$ cat src/design/lpc_pkg.sv
package lpc_pkg;

    localparam int CAPACITY   = 8;
    localparam int PAGE_W     = 16;
    localparam int SLOT_W     = 3;
    localparam int SLOT_IDX_W = (CAPACITY > 1) ? $clog2(CAPACITY) : 1;
    localparam int RANK_W     = (CAPACITY > 1) ? $clog2(CAPACITY) : 1;

    localparam logic OP_LOOKUP = 1'b0;
    localparam logic OP_CLEAR  = 1'b1;

    typedef logic [PAGE_W-1:0]     page_t;
    typedef logic [SLOT_W-1:0]     slot_t;
    typedef logic [SLOT_IDX_W-1:0] slot_idx_t;
    typedef logic [RANK_W-1:0]     rank_t;

    typedef struct packed {
        page_t [CAPACITY-1:0] pages;
        rank_t [CAPACITY-1:0] ranks;
    } row_t;

endpackage

$ cat src/design/lpc_ram.sv
module lpc_ram #(
    parameter int WIDTH = 8,
    parameter int DEPTH = 1
) (
    input  logic                                       clk,
    input  logic                                       we,
    input  logic [((DEPTH > 1) ? $clog2(DEPTH) : 1)-1:0] waddr,
    input  logic [WIDTH-1:0]                           wdata,
    input  logic                                       re,
    input  logic [((DEPTH > 1) ? $clog2(DEPTH) : 1)-1:0] raddr,
    output logic [WIDTH-1:0]                           rdata
);

    logic [WIDTH-1:0] mem [DEPTH];

    always_ff @(posedge clk)
    begin
        if (we)
        begin
            mem[waddr] <= wdata;
        end
        if (re)
        begin
            rdata <= mem[raddr];
        end
    end

endmodule

$ cat src/design/lru_page_cache_tag_store.sv
// Channel   Handshake          Payload
// --------  -----------------  ------------------------------------------
// command   start / busy       operation, page_number
// result    done (1 cycle)     hit, slot, evicted, evicted_page
//
// The row of the tag RAM is read at the accepting edge. ST_MATCH then compares
// every tag and rank of that row; ST_WRITE updates the ranks and writes the row
// back, or drops every valid bit for a clear, and done is registered from it.
// busy stays high through both, so no new word is taken before done. Reset
// clears the valid bits, not the RAM row; tags and ranks of an invalid entry
// are never used. The receiver cannot stall; done is a single-cycle strobe.
module lru_page_cache_tag_store (
    input  logic                  clk,
    input  logic                  rst_n,
    input  logic                  start,
    output logic                  busy,
    input  logic                  operation,
    input  lpc_pkg::page_t        page_number,
    output logic                  done,
    output logic                  hit,
    output lpc_pkg::slot_t        slot,
    output logic                  evicted,
    output lpc_pkg::page_t        evicted_page
);

    import lpc_pkg::*;

    localparam logic [1:0] ST_IDLE  = 2'd0;
    localparam logic [1:0] ST_MATCH = 2'd1;
    localparam logic [1:0] ST_WRITE = 2'd2;

    logic [1:0]          state_reg, state_next;
    logic [CAPACITY-1:0] valid_reg, valid_next;
    logic                op_reg;
    page_t               page_reg;
    logic                hit_reg, full_reg;
    slot_idx_t           slot_idx_reg;
    logic                done_reg, hit_out_reg, evicted_reg;
    slot_t               slot_reg;
    page_t               evicted_page_reg;

    logic                accept;
    logic [$bits(row_t)-1:0] rd_data;
    row_t                rd_row, wr_row;
    logic                we;

    logic [CAPACITY-1:0] hit_vec, free_vec, old_vec;
    slot_idx_t           hit_idx, free_idx, old_idx, pick_idx;
    rank_t               limit;
    logic                evict_now;

    assign accept = start && !busy;
    assign busy   = (state_reg != ST_IDLE);
    assign rd_row = row_t'(rd_data);
    assign we     = (state_reg == ST_WRITE) && (op_reg == OP_LOOKUP);

    lpc_ram #(
        .WIDTH ($bits(row_t)),
        .DEPTH (1)
    ) u_row_ram (
        .clk   (clk),
        .we    (we),
        .waddr ('0),
        .wdata (wr_row),
        .re    (accept),
        .raddr ('0),
        .rdata (rd_data)
    );

    // Compare against every entry at once; lowest slot wins each search.
    always_comb
    begin
        hit_idx  = '0;
        free_idx = '0;
        old_idx  = '0;
        for (int i = 0; i < CAPACITY; i++)
        begin
            hit_vec[i]  = valid_reg[i] && (rd_row.pages[i] == page_reg);
            free_vec[i] = !valid_reg[i];
            old_vec[i]  = valid_reg[i] && (rd_row.ranks[i] == RANK_W'(CAPACITY - 1));
        end
        for (int i = CAPACITY - 1; i >= 0; i--)
        begin
            if (hit_vec[i])
            begin
                hit_idx = SLOT_IDX_W'(i);
            end
            if (free_vec[i])
            begin
                free_idx = SLOT_IDX_W'(i);
            end
            if (old_vec[i])
            begin
                old_idx = SLOT_IDX_W'(i);
            end
        end
        priority if (|hit_vec)
        begin
            pick_idx = hit_idx;
        end
        else if (|free_vec)
        begin
            pick_idx = free_idx;
        end
        else
        begin
            pick_idx = old_idx;
        end
    end

    // Age the entries more recent than a hit one, or every other valid entry on a miss, then write back.
    always_comb
    begin
        limit     = rd_row.ranks[slot_idx_reg];
        evict_now = !hit_reg && full_reg;
        wr_row    = rd_row;
        for (int i = 0; i < CAPACITY; i++)
        begin
            if ((SLOT_IDX_W'(i) != slot_idx_reg) && valid_reg[i] &&
                (!hit_reg || (rd_row.ranks[i] < limit)))
            begin
                wr_row.ranks[i] = rd_row.ranks[i] + RANK_W'(1);
            end
        end
        wr_row.ranks[slot_idx_reg] = '0;
        if (!hit_reg)
        begin
            wr_row.pages[slot_idx_reg] = page_reg;
        end
    end

    always_comb
    begin
        state_next = state_reg;
        valid_next = valid_reg;
        unique case (state_reg)
            ST_IDLE:
            begin
                if (accept)
                begin
                    state_next = ST_MATCH;
                end
            end
            ST_MATCH:
            begin
                state_next = ST_WRITE;
            end
            ST_WRITE:
            begin
                state_next = ST_IDLE;
                if (op_reg == OP_CLEAR)
                begin
                    valid_next = '0;
                end
                else
                begin
                    valid_next[slot_idx_reg] = 1'b1;
                end
            end
            default:
            begin
                state_next = ST_IDLE;
            end
        endcase
    end

    always_ff @(posedge clk or negedge rst_n)
    begin
        if (!rst_n)
        begin
            state_reg <= ST_IDLE;
            valid_reg <= '0;
            done_reg  <= 1'b0;
        end
        else
        begin
            state_reg <= state_next;
            valid_reg <= valid_next;
            done_reg  <= (state_reg == ST_WRITE);
        end
    end

    always_ff @(posedge clk)
    begin
        if (accept)
        begin
            op_reg   <= operation;
            page_reg <= page_number;
        end
        if (state_reg == ST_MATCH)
        begin
            hit_reg      <= |hit_vec;
            full_reg     <= &valid_reg;
            slot_idx_reg <= pick_idx;
        end
        if (state_reg == ST_WRITE)
        begin
            if (op_reg == OP_CLEAR)
            begin
                hit_out_reg      <= 1'b0;
                slot_reg         <= '0;
                evicted_reg      <= 1'b0;
                evicted_page_reg <= '0;
            end
            else
            begin
                hit_out_reg      <= hit_reg;
                slot_reg         <= SLOT_W'(slot_idx_reg);
                evicted_reg      <= evict_now;
                evicted_page_reg <= evict_now ? rd_row.pages[slot_idx_reg] : '0;
            end
        end
    end

    assign done         = done_reg;
    assign hit          = hit_out_reg;
    assign slot         = slot_reg;
    assign evicted      = evicted_reg;
    assign evicted_page = evicted_page_reg;

`ifndef SYNTHESIS
    a_accept_to_match: assert property (@(posedge clk) disable iff (!rst_n)
        accept |=> (state_reg == ST_MATCH))
        else $error("accepted word did not enter compare");

    a_done_after_write: assert property (@(posedge clk) disable iff (!rst_n)
        done_reg |-> $past(state_reg == ST_WRITE))
        else $error("done without write-back");

    a_hit_excl_evict: assert property (@(posedge clk) disable iff (!rst_n)
        done_reg |-> !(hit_out_reg && evicted_reg))
        else $error("hit and eviction reported together");

    a_evict_only_full: assert property (@(posedge clk) disable iff (!rst_n)
        ((state_reg == ST_WRITE) && (op_reg == OP_LOOKUP) && evict_now) |-> (&valid_reg))
        else $error("eviction with a free slot");
`endif

endmodule

$ cat config.mk
export PLATFORM = sky130hd
export DESIGN_NAME = lru_page_cache_tag_store
export DESIGN_NICKNAME = d
export VERILOG_FILES = /design/src/design/lpc_pkg.sv /design/src/design/lpc_ram.sv /design/src/design/lru_page_cache_tag_store.sv
export SDC_FILE = /design/constraint.sdc
export NUM_CORES = 1
export LEC_CHECK = 0
export ABC_CLOCK_PERIOD_IN_PS = 26300
export CORE_ASPECT_RATIO = 0.75
export CORE_UTILIZATION = 60
export CTS_CLUSTER_SIZE = 12
export DETAILED_ROUTE_END_ITERATION = 10
export DONT_BUFFER_PORTS = 1
export PLACE_DENSITY = 0.73
export SLEW_MARGIN = 0
export SYNTH_ARGS = -nofsm -noshare
export SYNTH_HDL_FRONTEND = slang
export SYNTH_SLANG_ARGS = --single-unit
$ cat constraint.sdc
create_clock -name clk -period 26.3 [get_ports clk]
set_input_delay 1.315 -clock clk [delete_from_list [all_inputs] [get_ports clk]]
set_output_delay 1.315 -clock clk [all_outputs]
set_load 0.005 [all_outputs]
Word-level counts from Yosys, hierarchy flattened
Memories as Yosys holds them, arrays and structs flattened. A register that Yosys moved wholly into a read port is not among the register bits.
Cells that the tools add are included.
W data, S select, Z words.
{ "classes": {"reduce_logical": 61, "eq_ne": 26, "muxes": 51, "add_sub_neg": 8, "n_lt_le_gt_ge": 10, "bitwise_logic": 5} }
{ "op_table": {"columns": ["cell", "count"], "rows": [
  ["$bwmux W128", 1],
  ["$eq A16 B16 Y1", 8],
  ["$mux W128", 1],
  ["$mux W3", 36],
  ["$bmux W16 S3", 1],
  ["$demux W16 S3", 1],
  ["$logic_and A1 B1 Y1", 36],
  ["$mux W16", 2],
  ["$add A3 B1 Y3 const B", 8],
  ["$and A24 B24 Y24", 1],
  ["$eq A3 B3 Y1 const B", 8],
  ["$lt A3 B3 Y1", 8],
  ["$not A24 Y24", 1],
  ["$reduce_or A8 Y1", 2],
  ["$ne A3 B3 Y1 const A", 4],
  ["$logic_not A1 Y1", 10],
  ["$bmux W3 S3", 1],
  ["$demux W3 S3", 1],
  ["$logic_or A1 B1 Y1", 8],
  ["$mux W8", 1],
  ["$or A8 B8 Y8", 1],
  ["$reduce_and A8 Y1", 1],
  ["$ne A2 B3 Y1 const A", 2],
  ["$lt A3 B4 Y1 const B", 1],
  ["other kinds (14)", 17]
]} }
{ "word_totals": {"mem_bits_rw": 152, "mem_count": 1, "input_bits": 20, "reg_bits": 54} }
{ "mem_list": {"columns": ["memory", "words", "word_bits", "rd", "rd_clocked_by_memory_dff", "wr", "line_no", "source"], "rows": [
  ["u_row_ram.mem", 1, 152, 1, 1, 1, "lpc_ram.sv:14", "logic [WIDTH-1:0] mem [DEPTH];"]
]} }

Depth between registers and ports, before layout
{ "logic_depth": {"word_depth": 12, "mapped_depth": 11} }

Modules after synthesis
From an unflattened synthesis, not the netlist that was laid out.
{ "hier_totals": {"hier_cells": 1061, "area_unflattened_um2": 16799.9} }
{ "modules_own_cells": {"columns": ["module", "area_each_um2", "seq_area_each_um2", "instances", "cells_each"], "rows": [
  ["lpc_ram", 9128.8, 9128.8, 1, 304],
  ["lru_page_cache_tag_store", 7671.1, 1566.5, 1, 757]
]} }

Worst setup path before layout
OpenSTA, ideal clock, no wires.
{ "synth_path": {"path_kind": "in2reg", "start": "input start", "end": "register op_reg, enable pin", "t_required_ns": 25.600, "arrival_ns": 8.322, "setup_ns": 0.700, "path_buffers": 0, "stages": 2, "path_slack_ns": 17.278, "cell_sequence": "inv_1 -> nor2_1"} }
{ "synth_via": {"elab_chain_len": 1} }
{ "synth_lines": {"columns": ["item", "line_no", "source"], "rows": [
  ["start: declaration", "lru_page_cache_tag_store.sv:15", "input logic start,"],
  ["$logic_and A1 B1 Y1", "lru_page_cache_tag_store.sv:52", "assign accept = start && !busy;"],
  ["named net accept", "lru_page_cache_tag_store.sv:42", "logic accept;"],
  ["end signal: assignment", "lru_page_cache_tag_store.sv:187", "op_reg <= operation;"],
  ["end: declaration", "lru_page_cache_tag_store.sv:34", "logic op_reg;"]
]} }
The timed path passes the listed nets, and every way through them passes these cells.
A chain may end at the register's enable or synchronous reset.

Worst setup path after layout
{ "layout_path": {"start": "register slot_idx_reg[0]", "end": "memory u_row_ram.mem[0][16] (netlist name), data pin"} }
{ "layout_via": {"elab_chain_len": 7, "word_cells_on_any_way": 15} }
{ "layout_lines": {"columns": ["item", "line_no", "source"], "rows": [
  ["start: declaration", "lru_page_cache_tag_store.sv:37", "slot_idx_t slot_idx_reg;"],
  ["start signal: assignment", "lru_page_cache_tag_store.sv:194", "slot_idx_reg <= pick_idx;"],
  ["$bmux W3 S3", "lru_page_cache_tag_store.sv:114", "limit = rd_row.ranks[slot_idx_reg];"],
  ["$mux W3 (implied by the code)", "lru_page_cache_tag_store.sv:114", null],
  ["$lt A3 B3 Y1", "lru_page_cache_tag_store.sv:120", "(!hit_reg || (rd_row.ranks[i] < limit)))"],
  ["$logic_or A1 B1 Y1", "lru_page_cache_tag_store.sv:120", null],
  ["$logic_and A1 B1 Y1", "lru_page_cache_tag_store.sv:119", "if ((SLOT_IDX_W'(i) != slot_idx_reg) && valid_reg[i] &&"],
  ["$mux W3", "lru_page_cache_tag_store.sv:119", null],
  ["$and A24 B24 Y24 (no source line) (*)", null, null],
  ["named net u_row_ram.wdata[16]", "lpc_ram.sv:8", "input logic [WIDTH-1:0] wdata,"],
  ["end: declaration", "lpc_ram.sv:14", null]
]} }
The timed path passes the listed nets; every way through them passes the cells marked *. The select of a mux whose other input is x is not followed.

==> summary.md <==
| Metric | Value |
|---|---|
| Status | finished clean |
| Synth Area in Compound Gates | 0.0250 |
| Area delta synth->final | 7.41% |
| Synth async-reset ratio | 0.0307 |
| Multi-input gate area | slightly below 6000 µm² |
| Commonest non-fill, non-tap cell in the layout | edfxtp_1 |
| Comb pwr share | 0.148 |
| Synth warn | 0 |
| CP Depth | 9 |
| Overall global routing resource usage | 0.283 |
| Unrepaired setup endpoints after global routing | false |
| Simple-gate portion of the synthesized area | 0.0665 |
| Worst-path fanout max | 28 |
| Regs by FF count | u_row_ram.mem: 152 flops, u_row_ram.rdata: 152 flops |
| Core area | ~27000 µm² |
| Setup Viol. Count Final | 0 |
| R2R setup slack | roughly 23000 ps |
| Internal power | a little over 1000 µW |
| Die width | just under 200 µm |
| Min cycle time layout | 3520 ps |
| Largest net degree at the start of global routing | 170 |
| Clock power share | 0.325 |
| Number of antenna violations at the first check in global routing | 1 |
| Drt total wl | slightly below 40000 µm |
| Post-synth top area share | 0.618 |
| Ports | 43 |
| Placed Cells | roughly 1400 |
| Core Util, Final | 0.664 |
| DR vias | slightly above 9000 |
| Worst Tran Pin Value | approximately 1100 ps |
| Slew Viols, Final | 0 |
| Crit Path Class | register to register |
| Max Clock Skew | roughly 22 ps |
| Max Clock Freq | about 0.28 GHz |
| WL per Instance | 27.9 µm |
| Clk slew on worst S/H paths | 60 ps |
| Port Buffer Count | 0 |
| Synth Cell Area | approximately 17000 µm² |
| Number of flops mapped to enable cells by yosys | around 350 |
| Dominant cells by area after synthesis | edfxtp_1 62%, mux2_2 8.5%, mux4_2 5.1%, xor2_1 4.4%, xnor2_1 2.8% |
| Num CTS Buffers | 36 |
| Post-DP HPWL | approximately 26000 µm |
| LEAKAGE | 0.00617 µW |
| Setup slack at placement | 22800 ps |
| Family with the most delay on the worst path | multiplexers |
| First-pass GRT wire length | between 50000 and 60000 µm |
| Post-synthesis mux area share | 0.157 |
| Initial DRC count | roughly 1100 |
| Post-CTS setup buffers | 0 |
| TNS Setup | 0 ps |
| # clock sinks | 358 |
| Worst path bufs/invs | 1 |
| Critical-path cell list | buf_4 > mux4_2 > mux2i_1 > ha_1 > o211a_1 > a211oi_1 > o21ai_2 > mux2i_1 > nor2_1 |
| TritonRoute pass-1 iters | 5 |
| Cell area power density | 77.4 nW/µm² |
| Max incr delay on CP | ~710 ps |
| Net Switching | 373 µW |
| TritonCTS clock tree | done |
| Max rail drop VDD | approximately 58 µV |
| Core Rows | 52 |
| CTS max path bufs | 3 |
| Tcrit/Tclk final | 0.134 |
| Antenna Nets Post-Route | 0 |
| Sw Share | 0.266 |
| Crit end category | register |
| Top_reg_cell synth | edfxtp_1 |
| Reg2reg start | slot_idx_reg[0] |
| Post_cts resized | 0 |
| Final Hold Viols | 0 |
| Filler instances | about 1900 |
| Worst setup path startpoint | slot_idx_reg[0] |
| Xor/xnor share of the synthesized area | 0.0712 |
| Reg-to-Reg End | u_row_ram.mem[0][16] |
| Die Area | between 20000 and 30000 µm² |
| Type of origin of the critical path | register |
| CP Data Required Time | between 20000 and 30000 ps |
| Number of nets at the end of the flow | roughly 1100 |
| Post-synthesis cell count | about 1100 |
| Final cell count without fillers | ~1400 |
| Post-synth top area cell | edfxtp_1 |
| GPL Wtd Cong | roughly 0.97 |
| H-tree depth | 2 |
| Most frequent cells in the layout | 347 x edfxtp_1, 128 x mux2_2, 84 x xor2_1 |
| Die Y-Extent | roughly 150 µm |
| Sequential share of the synthesized area | 0.634 |
| Layout cell share with drive strength beyond 1 | 0.228 |
| Net Count, Synth | between 1000 and 1500 |
| Mean Syn Cell Area | around 16 µm² |
| Post-route worst setup slack | 22780 ps |
| Avg Vias per Cell | approximately 6.6 |
| End point of the critical path | u_row_ram.mem[0][16] |
| Cts hold-fix bufs | 0 |
| Max-Cap Viols | 0 |
| Main combinational cell family by area after synthesis | multiplexers |
| Slew HR | 0.279 |
| CP max-delay cell | mux2i_1 |
| Total grt overflow | 0 |
| Worst min-delay path startpoint | u_row_ram.mem[0][38] |
| Worst-skew pair later-pin latency | 530 ps |
| CP arrival | 3790 ps |
| DR DRC count | 0 |
| Count of unique library cells instantiated by Yosys | between 50 and 60 |
| Hold WC Path Type | register to register |
| Adder-Cell Fraction of Synth Area | 0.0237 |
| Starting Density | 0.619 |
| R2R depth | 9 |
| Clock Tree Root | clkbuf_16 |
| Storage cell area | 10700 µm² |
| Reg power frac | 0.527 |
| Yosys reg bits | around 360 |
| ANT cells | 0 |
| Top cell by count, worst path | mux2i_1 |
| Vias in the first global route | about 8800 |
-- synth_stat cells, types with 4 or more instances --
| master | number |
|---|---|
| a211oi_1 | 8 |
| o211a_1 | 9 |
| xor2_1 | 84 |
| buf_6 | 5 |
| nor4_1 | 22 |
| nand2_1 | 23 |
| and2_1 | 6 |
| mux4_2 | 38 |
| xnor2_1 | 53 |
| a21oi_1 | 9 |
| mux2_2 | 128 |
| ha_1 | 32 |
| nor4b_1 | 7 |
| nor2b_1 | 8 |
| nor3b_1 | 5 |
| nor2_1 | 63 |
| or4_1 | 5 |
| dfrtp_1 | 11 |
| and3_1 | 6 |
| o21ai_2 | 8 |
| nand3_1 | 7 |
| nor3_1 | 7 |
| inv_1 | 5 |
| a22oi_1 | 4 |
| nand4_1 | 22 |
| clkbuf_1 | 20 |
| edfxtp_1 | 347 |
| buf_2 | 34 |
| buf_1 | 8 |
| mux2i_1 | 34 |
-- metrics by stage --
stage / instance area (µm²) / hold slack [ps] / power, µW
floorplan: 16900 / 400 / 892
global route: 18100 / 417 / 1450
detailed placement: 17100 / 405 / 953
finish: 18100 / 411 / 1400
CTS: 18100 / 408 / 1410
global placement: 17100 / 400 / 948
-- routing by layer --
| layer | GRT usage | up-vias | share of wire |
|---|---|---|---|
| met5 | 0 | - | 0 |
| met4 | 0.0717 | 0 | 0.021 |
| met3 | 0.0599 | 65 | 0.093 |
| met2 | 0.391 | 474 | 0.42 |
| met1 | 0.455 | 4701 | 0.46 |
| li1 | - | 4040 | - |
-- layout make-up --
type                            instances  share of cell area
Tap cell                              351              0.0242
Multi-Input combinational cell        629               0.322
Sequential cell                       358               0.591
Inverter                                5             0.00104
Clock inverter                          3            0.000829
Timing Repair Buffer                   16             0.00732
Clock buffer                           51              0.0540
-- power groups by stage --
stage	clock [µW]	sequential, µW	combinational (µW)
after CTS	463	737	207
final	456	738	208
after global placement	0	747	201
after floorplan	0	724	168
after detailed placement	0	748	205
after global routing	486	743	224
-- worst register-to-register path, cell delays in order (launching register included) --
cell      delay (ps)
edfxtp_1         350
buf_4            450
mux4_2           590
mux2i_1          710
ha_1             380
o211a_1          130
a211oi_1         290
o21ai_2          140
mux2i_1          190
nor2_1            50
-- worst min-delay path by stage --
stage	cells past startpoint	end
floorplan	0	u_row_ram.rdata[0]
global placement	0	u_row_ram.rdata[139]
detailed placement	0	u_row_ram.rdata[104]
CTS	0	u_row_ram.rdata[80]
global route	0	u_row_ram.rdata[125]
finish	0	u_row_ram.rdata[38]
-- cells by family after synthesis --
group / after synthesis
flops: 358
simple gates: 204
mux: 201
xor+xnor: 137
buf+inv: 75
compound gates: 55
fa+ha+maj: 32
Note: power is estimated with default switching activity, not from simulation.
